## src/rtl/sha_pkg.sv

```systemverilog
// Shared constants, types and round functions for the SHA-256 stream hasher.
package sha_pkg;

   localparam int unsigned WordWidth = 32;

   typedef logic [WordWidth-1:0] word_type;

   typedef struct packed {
      logic     load;      // load working variables from chaining value
      logic     step;      // perform one round
      logic [5:0] round;   // round number 0..63
      word_type w;         // message schedule word for this round
   } round_ctrl_type;

   localparam word_type RoundK [64] = '{
      32'h428a2f98, 32'h71374491, 32'hb5c0fbcf, 32'he9b5dba5,
      32'h3956c25b, 32'h59f111f1, 32'h923f82a4, 32'hab1c5ed5,
      32'hd807aa98, 32'h12835b01, 32'h243185be, 32'h550c7dc3,
      32'h72be5d74, 32'h80deb1fe, 32'h9bdc06a7, 32'hc19bf174,
      32'he49b69c1, 32'hefbe4786, 32'h0fc19dc6, 32'h240ca1cc,
      32'h2de92c6f, 32'h4a7484aa, 32'h5cb0a9dc, 32'h76f988da,
      32'h983e5152, 32'ha831c66d, 32'hb00327c8, 32'hbf597fc7,
      32'hc6e00bf3, 32'hd5a79147, 32'h06ca6351, 32'h14292967,
      32'h27b70a85, 32'h2e1b2138, 32'h4d2c6dfc, 32'h53380d13,
      32'h650a7354, 32'h766a0abb, 32'h81c2c92e, 32'h92722c85,
      32'ha2bfe8a1, 32'ha81a664b, 32'hc24b8b70, 32'hc76c51a3,
      32'hd192e819, 32'hd6990624, 32'hf40e3585, 32'h106aa070,
      32'h19a4c116, 32'h1e376c08, 32'h2748774c, 32'h34b0bcb5,
      32'h391c0cb3, 32'h4ed8aa4a, 32'h5b9cca4f, 32'h682e6ff3,
      32'h748f82ee, 32'h78a5636f, 32'h84c87814, 32'h8cc70208,
      32'h90befffa, 32'ha4506ceb, 32'hbef9a3f7, 32'hc67178f2
   };

   localparam word_type InitH [8] = '{
      32'h6a09e667, 32'hbb67ae85, 32'h3c6ef372, 32'ha54ff53a,
      32'h510e527f, 32'h9b05688c, 32'h1f83d9ab, 32'h5be0cd19
   };

   localparam logic [7:0] PadByte = 8'h80;

   function automatic word_type ror(input word_type x, input int unsigned n);
      ror = (x >> n) | (x << (WordWidth - n));
   endfunction

endpackage

```

## src/rtl/sha256_stream_hasher.sv

```systemverilog
// Top level of the streaming SHA-256 hasher: byte packing, padding, sequencer, output.
// Usage:
//   req_ channel carries one message byte per request (tdata) with a present
//   flag (tuser) and an end-of-message mark (tlast). rsp_ channel returns the
//   eight digest words, word 0 first, tlast on the eighth.
// Timing:
//   A plain byte is taken while idle unless it fills the block; a full block then
//   runs 64 rounds of the single shared round unit between a load and a fold
//   step, and req_tready stays low throughout. On end of message the padding
//   bytes are fed through the same byte path, one per cycle except while a full
//   block is compressed; then one or two compressions run and the eight words
//   are offered one per cycle; each waits while rsp_tready is low.
//   The block takes no new request until the last digest word is taken.
// Reset:
//   reset (synchronous) restores the initial hash value and clears the byte
//   count and position; no clearing pass is needed.
module sha256_stream_hasher (
   input  logic        clock,
   input  logic        reset,
   input  logic        req_tvalid,
   output logic        req_tready,
   input  logic [7:0]  req_tdata,   // [7:0] data_byte
   input  logic        req_tuser,   // byte_present
   input  logic        req_tlast,   // end_of_message
   output logic        rsp_tvalid,
   input  logic        rsp_tready,
   output logic [31:0] rsp_tdata,   // [31:0] digest_word
   output logic [2:0]  rsp_tuser,   // [2:0] word_index
   output logic        rsp_tlast    // last_word
);
   import sha_pkg::*;

   typedef enum logic [5:0] {
      S_IDLE  = 6'b000001,
      S_LOAD  = 6'b000010,
      S_ROUND = 6'b000100,
      S_FOLD  = 6'b001000,
      S_PAD   = 6'b010000,
      S_OUT   = 6'b100000
   } state_type;

   state_type   state_ff, state_in;
   word_type    hash_ff [8];
   word_type    hash_in [8];
   word_type    buf_ff [16];
   word_type    buf_in [16];
   logic [60:0] count_ff, count_in;
   logic [5:0]  pos_ff, pos_in;
   logic [5:0]  round_ff, round_in;
   logic        pad_ff, pad_in;       // padding run active
   logic        mark_ff, mark_in;     // 0x80 marker still to write
   logic [3:0]  padn_ff, padn_in;     // length-byte progress, 9 once all eight length bytes are written
   logic [2:0]  oidx_ff, oidx_in;
   logic        put;
   logic [7:0]  put_byte;
   logic [63:0] bits;
   word_type    w;
   word_type    vars [8];
   round_ctrl_type ctrl;

   assign bits = {count_ff, 3'b000};

   sha_sched u_sched (
      .clock(clock), .load(state_ff == S_LOAD), .step(state_ff == S_ROUND),
      .block_in(buf_ff), .w_out(w)
   );

   always_comb begin
      ctrl.load  = (state_ff == S_LOAD);
      ctrl.step  = (state_ff == S_ROUND);
      ctrl.round = round_ff;
      ctrl.w     = w;
   end

   sha_round u_round (.clock(clock), .ctrl(ctrl), .hash_in(hash_ff), .vars_out(vars));

   assign req_tready = (state_ff == S_IDLE);
   assign rsp_tvalid = (state_ff == S_OUT);
   assign rsp_tdata  = hash_ff[oidx_ff];
   assign rsp_tuser  = oidx_ff;
   assign rsp_tlast  = (oidx_ff == 3'd7);

   always_comb begin
      state_in = state_ff;
      hash_in  = hash_ff;
      buf_in   = buf_ff;
      count_in = count_ff;
      pos_in   = pos_ff;
      round_in = round_ff;
      pad_in   = pad_ff;
      mark_in  = mark_ff;
      padn_in  = padn_ff;
      oidx_in  = oidx_ff;
      put      = 1'b0;
      put_byte = req_tdata;
      unique case (state_ff)
         S_IDLE: begin
            if (req_tvalid) begin
               put = req_tuser;
               if (req_tuser) count_in = count_ff + 61'd1;
               if (req_tlast) begin
                  pad_in  = 1'b1;
                  mark_in = 1'b1;
                  padn_in = '0;
               end
            end
         end
         S_PAD: begin
            put = 1'b1;
            if (padn_ff == 4'd0 && mark_ff) begin
               put_byte = PadByte;
               mark_in  = 1'b0;
               if (pos_ff == 6'd55) padn_in = 4'd1;
            end else if (padn_ff == 4'd0 && pos_ff != 6'd56) begin
               put_byte = 8'h00;
            end else if (padn_ff == 4'd0) begin
               put_byte = bits[63:56];
               padn_in  = 4'd2;
            end else begin
               put_byte = 8'(bits >> (7'd64 - 7'({padn_ff, 3'b000})));
               padn_in  = padn_ff + 4'd1;
            end
            if (padn_ff == 4'd1) begin
               put_byte = bits[63:56];
               padn_in  = 4'd2;
            end
         end
         S_LOAD: begin
            round_in = '0;
            state_in = S_ROUND;
         end
         S_ROUND: begin
            round_in = round_ff + 6'd1;
            if (round_ff == 6'd63) state_in = S_FOLD;
         end
         S_FOLD: begin
            for (int i = 0; i < 8; i++) hash_in[i] = hash_ff[i] + vars[i];
            if (padn_ff == 4'd9) begin
               oidx_in  = '0;
               state_in = S_OUT;
            end else if (pad_ff) begin
               state_in = S_PAD;
            end else begin
               state_in = S_IDLE;
            end
         end
         S_OUT: begin
            if (rsp_tready) begin
               oidx_in = oidx_ff + 3'd1;
               if (oidx_ff == 3'd7) begin
                  hash_in  = InitH;
                  count_in = '0;
                  pos_in   = '0;
                  pad_in   = 1'b0;
                  padn_in  = '0;
                  state_in = S_IDLE;
               end
            end
         end
         default: state_in = S_IDLE;
      endcase
      if (put) begin
         buf_in[pos_ff[5:2]][{~pos_ff[1:0], 3'b000} +: 8] = put_byte;
         pos_in = pos_ff + 6'd1;
      end
      // next state after a byte write or an end mark
      if ((state_ff == S_IDLE && req_tvalid) || state_ff == S_PAD) begin
         if (put && pos_ff == 6'd63) state_in = S_LOAD;
         else if (state_ff == S_PAD || req_tlast) state_in = S_PAD;
         else state_in = S_IDLE;
      end
   end

   always_ff @(posedge clock) begin
      if (reset) begin
         state_ff <= S_IDLE;
         hash_ff  <= InitH;
         count_ff <= '0;
         pos_ff   <= '0;
         pad_ff   <= 1'b0;
         mark_ff  <= 1'b0;
         padn_ff  <= '0;
         oidx_ff  <= '0;
      end else begin
         state_ff <= state_in;
         hash_ff  <= hash_in;
         count_ff <= count_in;
         pos_ff   <= pos_in;
         pad_ff   <= pad_in;
         mark_ff  <= mark_in;
         padn_ff  <= padn_in;
         oidx_ff  <= oidx_in;
      end
   end

   always_ff @(posedge clock) begin
      buf_ff   <= buf_in;
      round_ff <= round_in;
   end

   a_round_wrap: assert property (@(posedge clock) disable iff (reset)
      (state_ff == S_ROUND && round_ff == 6'd63) |=> state_ff == S_FOLD)
      else $error("round count did not end compression");
   a_out_start: assert property (@(posedge clock) disable iff (reset)
      (state_ff != S_OUT) ##1 (state_ff == S_OUT) |-> oidx_ff == 3'd0)
      else $error("digest output did not start at word 0");
   a_out_done: assert property (@(posedge clock) disable iff (reset)
      (rsp_tvalid && rsp_tready && rsp_tlast) |=> state_ff == S_IDLE && pos_ff == 6'd0)
      else $error("hasher not reset after digest");
endmodule

```

## src/rtl/sha_sched.sv

```systemverilog
// Message schedule: 16-word circular window producing one W word per round.
module sha_sched (
   input  logic              clock,
   input  logic              load,
   input  logic              step,
   input  sha_pkg::word_type block_in [16],
   output sha_pkg::word_type w_out
);
   import sha_pkg::*;

   word_type win_ff [16];
   word_type win_in [16];
   word_type s0, s1, w_new;

   assign w_out = win_ff[0];

   always_comb begin
      s0 = ror(win_ff[1], 7) ^ ror(win_ff[1], 18) ^ (win_ff[1] >> 3);
      s1 = ror(win_ff[14], 17) ^ ror(win_ff[14], 19) ^ (win_ff[14] >> 10);
      w_new = win_ff[0] + s0 + win_ff[9] + s1;
      win_in = win_ff;
      if (load) begin
         win_in = block_in;
      end else if (step) begin
         for (int i = 0; i < 15; i++) win_in[i] = win_ff[i+1];
         win_in[15] = w_new;
      end
   end

   always_ff @(posedge clock) begin
      win_ff <= win_in;
   end
endmodule

```

## src/rtl/sha_round.sv

```systemverilog
// Shared round unit: working variables a..h updated one round per cycle while step is set.
module sha_round (
   input  logic                   clock,
   input  sha_pkg::round_ctrl_type ctrl,
   input  sha_pkg::word_type      hash_in [8],
   output sha_pkg::word_type      vars_out [8]
);
   import sha_pkg::*;

   word_type v_ff [8];
   word_type v_in [8];
   word_type ch, mj, e1, e0, t1, t2;

   assign vars_out = v_ff;

   always_comb begin
      ch = (v_ff[4] & v_ff[5]) ^ (~v_ff[4] & v_ff[6]);
      mj = (v_ff[0] & v_ff[1]) ^ (v_ff[0] & v_ff[2]) ^ (v_ff[1] & v_ff[2]);
      e1 = ror(v_ff[4], 6) ^ ror(v_ff[4], 11) ^ ror(v_ff[4], 25);
      e0 = ror(v_ff[0], 2) ^ ror(v_ff[0], 13) ^ ror(v_ff[0], 22);
      t1 = v_ff[7] + e1 + ch + RoundK[ctrl.round] + ctrl.w;
      t2 = e0 + mj;
      v_in = v_ff;
      if (ctrl.load) begin
         v_in = hash_in;
      end else if (ctrl.step) begin
         v_in[7] = v_ff[6];
         v_in[6] = v_ff[5];
         v_in[5] = v_ff[4];
         v_in[4] = v_ff[3] + t1;
         v_in[3] = v_ff[2];
         v_in[2] = v_ff[1];
         v_in[1] = v_ff[0];
         v_in[0] = t1 + t2;
      end
   end

   always_ff @(posedge clock) begin
      v_ff <= v_in;
   end
endmodule
```

## config.mk

```make
export PLATFORM = sky130hd
export DESIGN_NAME = sha256_stream_hasher
export DESIGN_NICKNAME = d
export VERILOG_FILES = /design/src/rtl/sha_pkg.sv /design/src/rtl/sha256_stream_hasher.sv /design/src/rtl/sha_sched.sv /design/src/rtl/sha_round.sv
export SDC_FILE = /design/constraint.sdc
export NUM_CORES = 2
export LEC_CHECK = 0
export BUFFER_PORTS_ARGS = -buffer_cell sky130_fd_sc_hd__buf_2
export CORE_MARGIN = 1.5
export CORE_UTILIZATION = 43
export DETAILED_ROUTE_END_ITERATION = 12
export SYNTH_ARGS = -nofsm -noshare
export SYNTH_HDL_FRONTEND = slang
export SYNTH_SLANG_ARGS = --single-unit
```

## constraint.sdc

```tcl
create_clock -name clock -period 21.2 [get_ports clock]
set_clock_uncertainty 0.1 [all_clocks]
set_input_delay 4.24 -clock clock [delete_from_list [all_inputs] [get_ports clock]]
set_output_delay 4.24 -clock clock [all_outputs]
set_load 0.01 [all_outputs]
```

==> impl_metrics.toml <==
[run_status]
status = "finished clean"

[flow_run]
cap_viol_max_count = 0

[cells_and_area]
finalCoreUtilization_pct = 47.67
postLayoutCellArea_sq_um = 100000
seqCellArea_sq_um = 45390
final_layout_size_suffix_gt1_share_pct = 7.027
layout.nets = 9565
multi_input_area_sq_um = 42650
n_fill_cell = 19536
syn_to_final_growth_pct = 10.12

[sta]
fin_crit_ns = 11.05
drv_slew = 0
max_slew.worst_pin.slew_ns = 1.224
finalHoldViolCount = 0
relSlewSlack_pct = 18.38
setup-tns-final_ns = 0
timing.fmax_mhz = 90.47
finalSetupViolCount = 0
hold_slack_ns = 0.3759
post-route-period-util_pct = 52.14
rsz0062_at_grt = "false"

[synth]
async_reset_ff_share_pct = 0
ys_seq_area_share_pct = 49.98
ys.flop_type = "edfxtp_1"
synth_seq_cells = 1624
synth_nets = 9659
synth_top_area_cell = "edfxtp_1"
synth_edf_count = 1286
synthCells = 9049
yosys_warnings = 0
netlist.area_leader.share_pct = 42.52
syn_avg_cell_area_sq_um = 10.04
synthDistinctLibCells = 91
synth_area_leaders = "edfxtp_1 43%, nand2_1 10%, dfxtp_1 7.5%"
syn_area_sq_um = 90810

[worst_setup_path]
worstSetupStartpoint = "round_ff[1]"
cp_max_fo = 21
critPathSlowestCell = "edfxtp_1"
slowest_delay_ns = 0.94
critPathKind = "register to register"
worstReg2RegStart = "round_ff[1]"
r2r_slack_ns = 10.15
cp-end-kind = "register"
cp-start-kind = "register"
critPathRequiredTime_ns = 21.69
arrival_ns = 11.54

[clocking]
clock-sinks = 1624
postCtsSetupRepairBufs = 0
cts_tree = "built"
post_cts_resize_count = 0
hold_buffers = 0
clkTransAtPathRegs_ns = 0.07
numCtsBuffers = 181
cts_root_buffer = "clkbuf_16"
clockBufferDepth = 3
clock_latency_ns = 0.84
htree_levels = 4

[placed_design]
placed_area_sq_um = 93940
dp.final_hpwl_um = 205300
place.gp.congestion = 0.9674
numPortBuffers = 51

[global_routing]
grt_usage_pct = 26.71
grt_max_degree = 233
grt_remaining_overflow = 0
antenna_found_initial = 7
busiest_layer = "met2"
use_met2_pct = 42.20
grt_pass1_vias = 65542
grtUsageMet3_pct = 3.923
use_met1_pct = 36.70
grt_pass1_wl_um = 431900

[min_path]
hold_start = "pad_ff"
hp-class = "register to register"

[route]
antenna_left = 0
finalWirelength_um = 292400
drt_iter0_markers = 7152
routedWlPerCell_um = 24.54
dr.pass1.iters = 5
drc = 0
vias = 68192
avgViaCountPerCell = 5.722

[pwr]
p_leak_nw = 37.41
power.density_nw_per_um2 = 67.02
ir_worst_vdd_v = 0.00009063
finalPower_mw = 6.703

[floorplan]
ioPinCount = 52
initial_core_util_pct = 43.29
dieArea_sq_um = 214000
core_sq_um = 209800
die_w_um = 462.6
fp-row-count = 168
die_y_um = 462.6
[synth_stat cells (25+ instances only)]
master    count
a211oi_1     38
a21o_1      205
a21oi_1     475
a22oi_1      38
a31oi_1      56
and2_1       79
and3_1       47
buf_1        25
clkbuf_1    402
dfxtp_1     338
edfxtp_1   1286
fa_1        195
ha_1        401
inv_1       335
mux2_2       56
mux2i_1      28
mux4_2       84
nand2_1    2467
nand2b_1     51
nand3_1     162
nand4_1      26
nor2_1      476
nor2b_1      49
nor3_1      112
o211ai_1     33
o21a_1       65
o21ai_0     418
o21bai_1     51
o22ai_1      48
o31ai_1      36
or3_1        61
xnor2_1     391
xor2_1      220
[metrics by stage]
stage / instances / setup slack, ns
2_1_floorplan: 9049 / 2.459
3_3_place_gp: 11577 / 10.50
3_5_place_dp: 11577 / 10.38
4_1_cts: 11913 / 10.36
5_1_grt: 11914 / 9.665
6_report: 11917 / 10.15
[worst paths after layout]
check | to | depth (start not counted)
worst max-delay path | u_round.vars_out[254] | 34
worst min-delay path | pad_ff | 2
worst max register to register | u_round.vars_out[254] | 34
worst min register to register | pad_ff | 2
[layout make-up]
class,count,share of cell area (%)
Clock inverter,94,1.127
Inverter,341,1.282
Tap cell,2805,3.510
Antenna cell,4,0.01001
Multi-Input combinational cell,6654,42.65
Sequential cell,1624,45.39
Timing Repair Buffer,153,1.111
Clock buffer,242,4.922
[worst max-delay path: cells and delay by family, from the launching register on]
family,cells,cell delay (ns)
xor+xnor,1,0.37
compound gates,13,3.17
fa+ha+maj,6,2.59
simple gates,10,2.46
buf+inv,4,1.17
flops,1,0.94
[flip-flops by register name, summed over array words and instances (netlist names)]
register	cells
state_ff	6
u_sched.w_out	32
buf_ff	512
pos_ff	6
round_ff	6
u_sched.win_ff	480
hash_ff	256
rsp_tuser	3
padn_ff	4
pad_ff	1
mark_ff	1
u_round.vars_out	256
count_ff	61
[placed cells by master (no fill, tap or decap), types with 31 or more instances in the layout]
cell,n
nand2_1,2462
edfxtp_1,1286
a21oi_1,475
nor2_1,464
o21ai_0,418
ha_1,401
xnor2_1,391
inv_1,335
dfxtp_1,335
xor2_1,220
a21o_1,205
fa_1,195
clkbuf_16,184
nand3_1,161
nor3_1,109
buf_4,96
mux4_2,84
and2_1,79
o21a_1,65
or3_1,61
a31oi_1,56
mux2_2,56
nand2b_1,51
o21bai_1,51
buf_2,50
nor2b_1,49
o22ai_1,48
clkbuf_1,48
and3_1,47
a22oi_1,38
a211oi_1,38
o31ai_1,36
o211ai_1,33
clkinv_1,31
[cell families after synthesis]
kind of cell	synth area share [%]
buffers and inverters	3.194
flip-flops	49.98
AND/OR/NAND/NOR	16.84
adder cells (fa/ha/maj)	9.857
multiplexers	3.086
AO/OA/AOI/OAI	11.16
XOR/XNOR	5.893
[layer usage]
layer,share of wire (%),vias up
li1,-,31363
met2,46,2646
met4,4.5,4
met3,6.8,548
met5,0.012,-
met1,43,33631
[power by group]
part	internal [mW]	leakage (nW)	switching, mW	total [mW]
registers	3.41	12.6	0.00206	3.41
logic	0.0109	21.8	0.0554	0.0664
clock network	1.86	2.94	1.36	3.23
(Power assumes the default switching activity.)
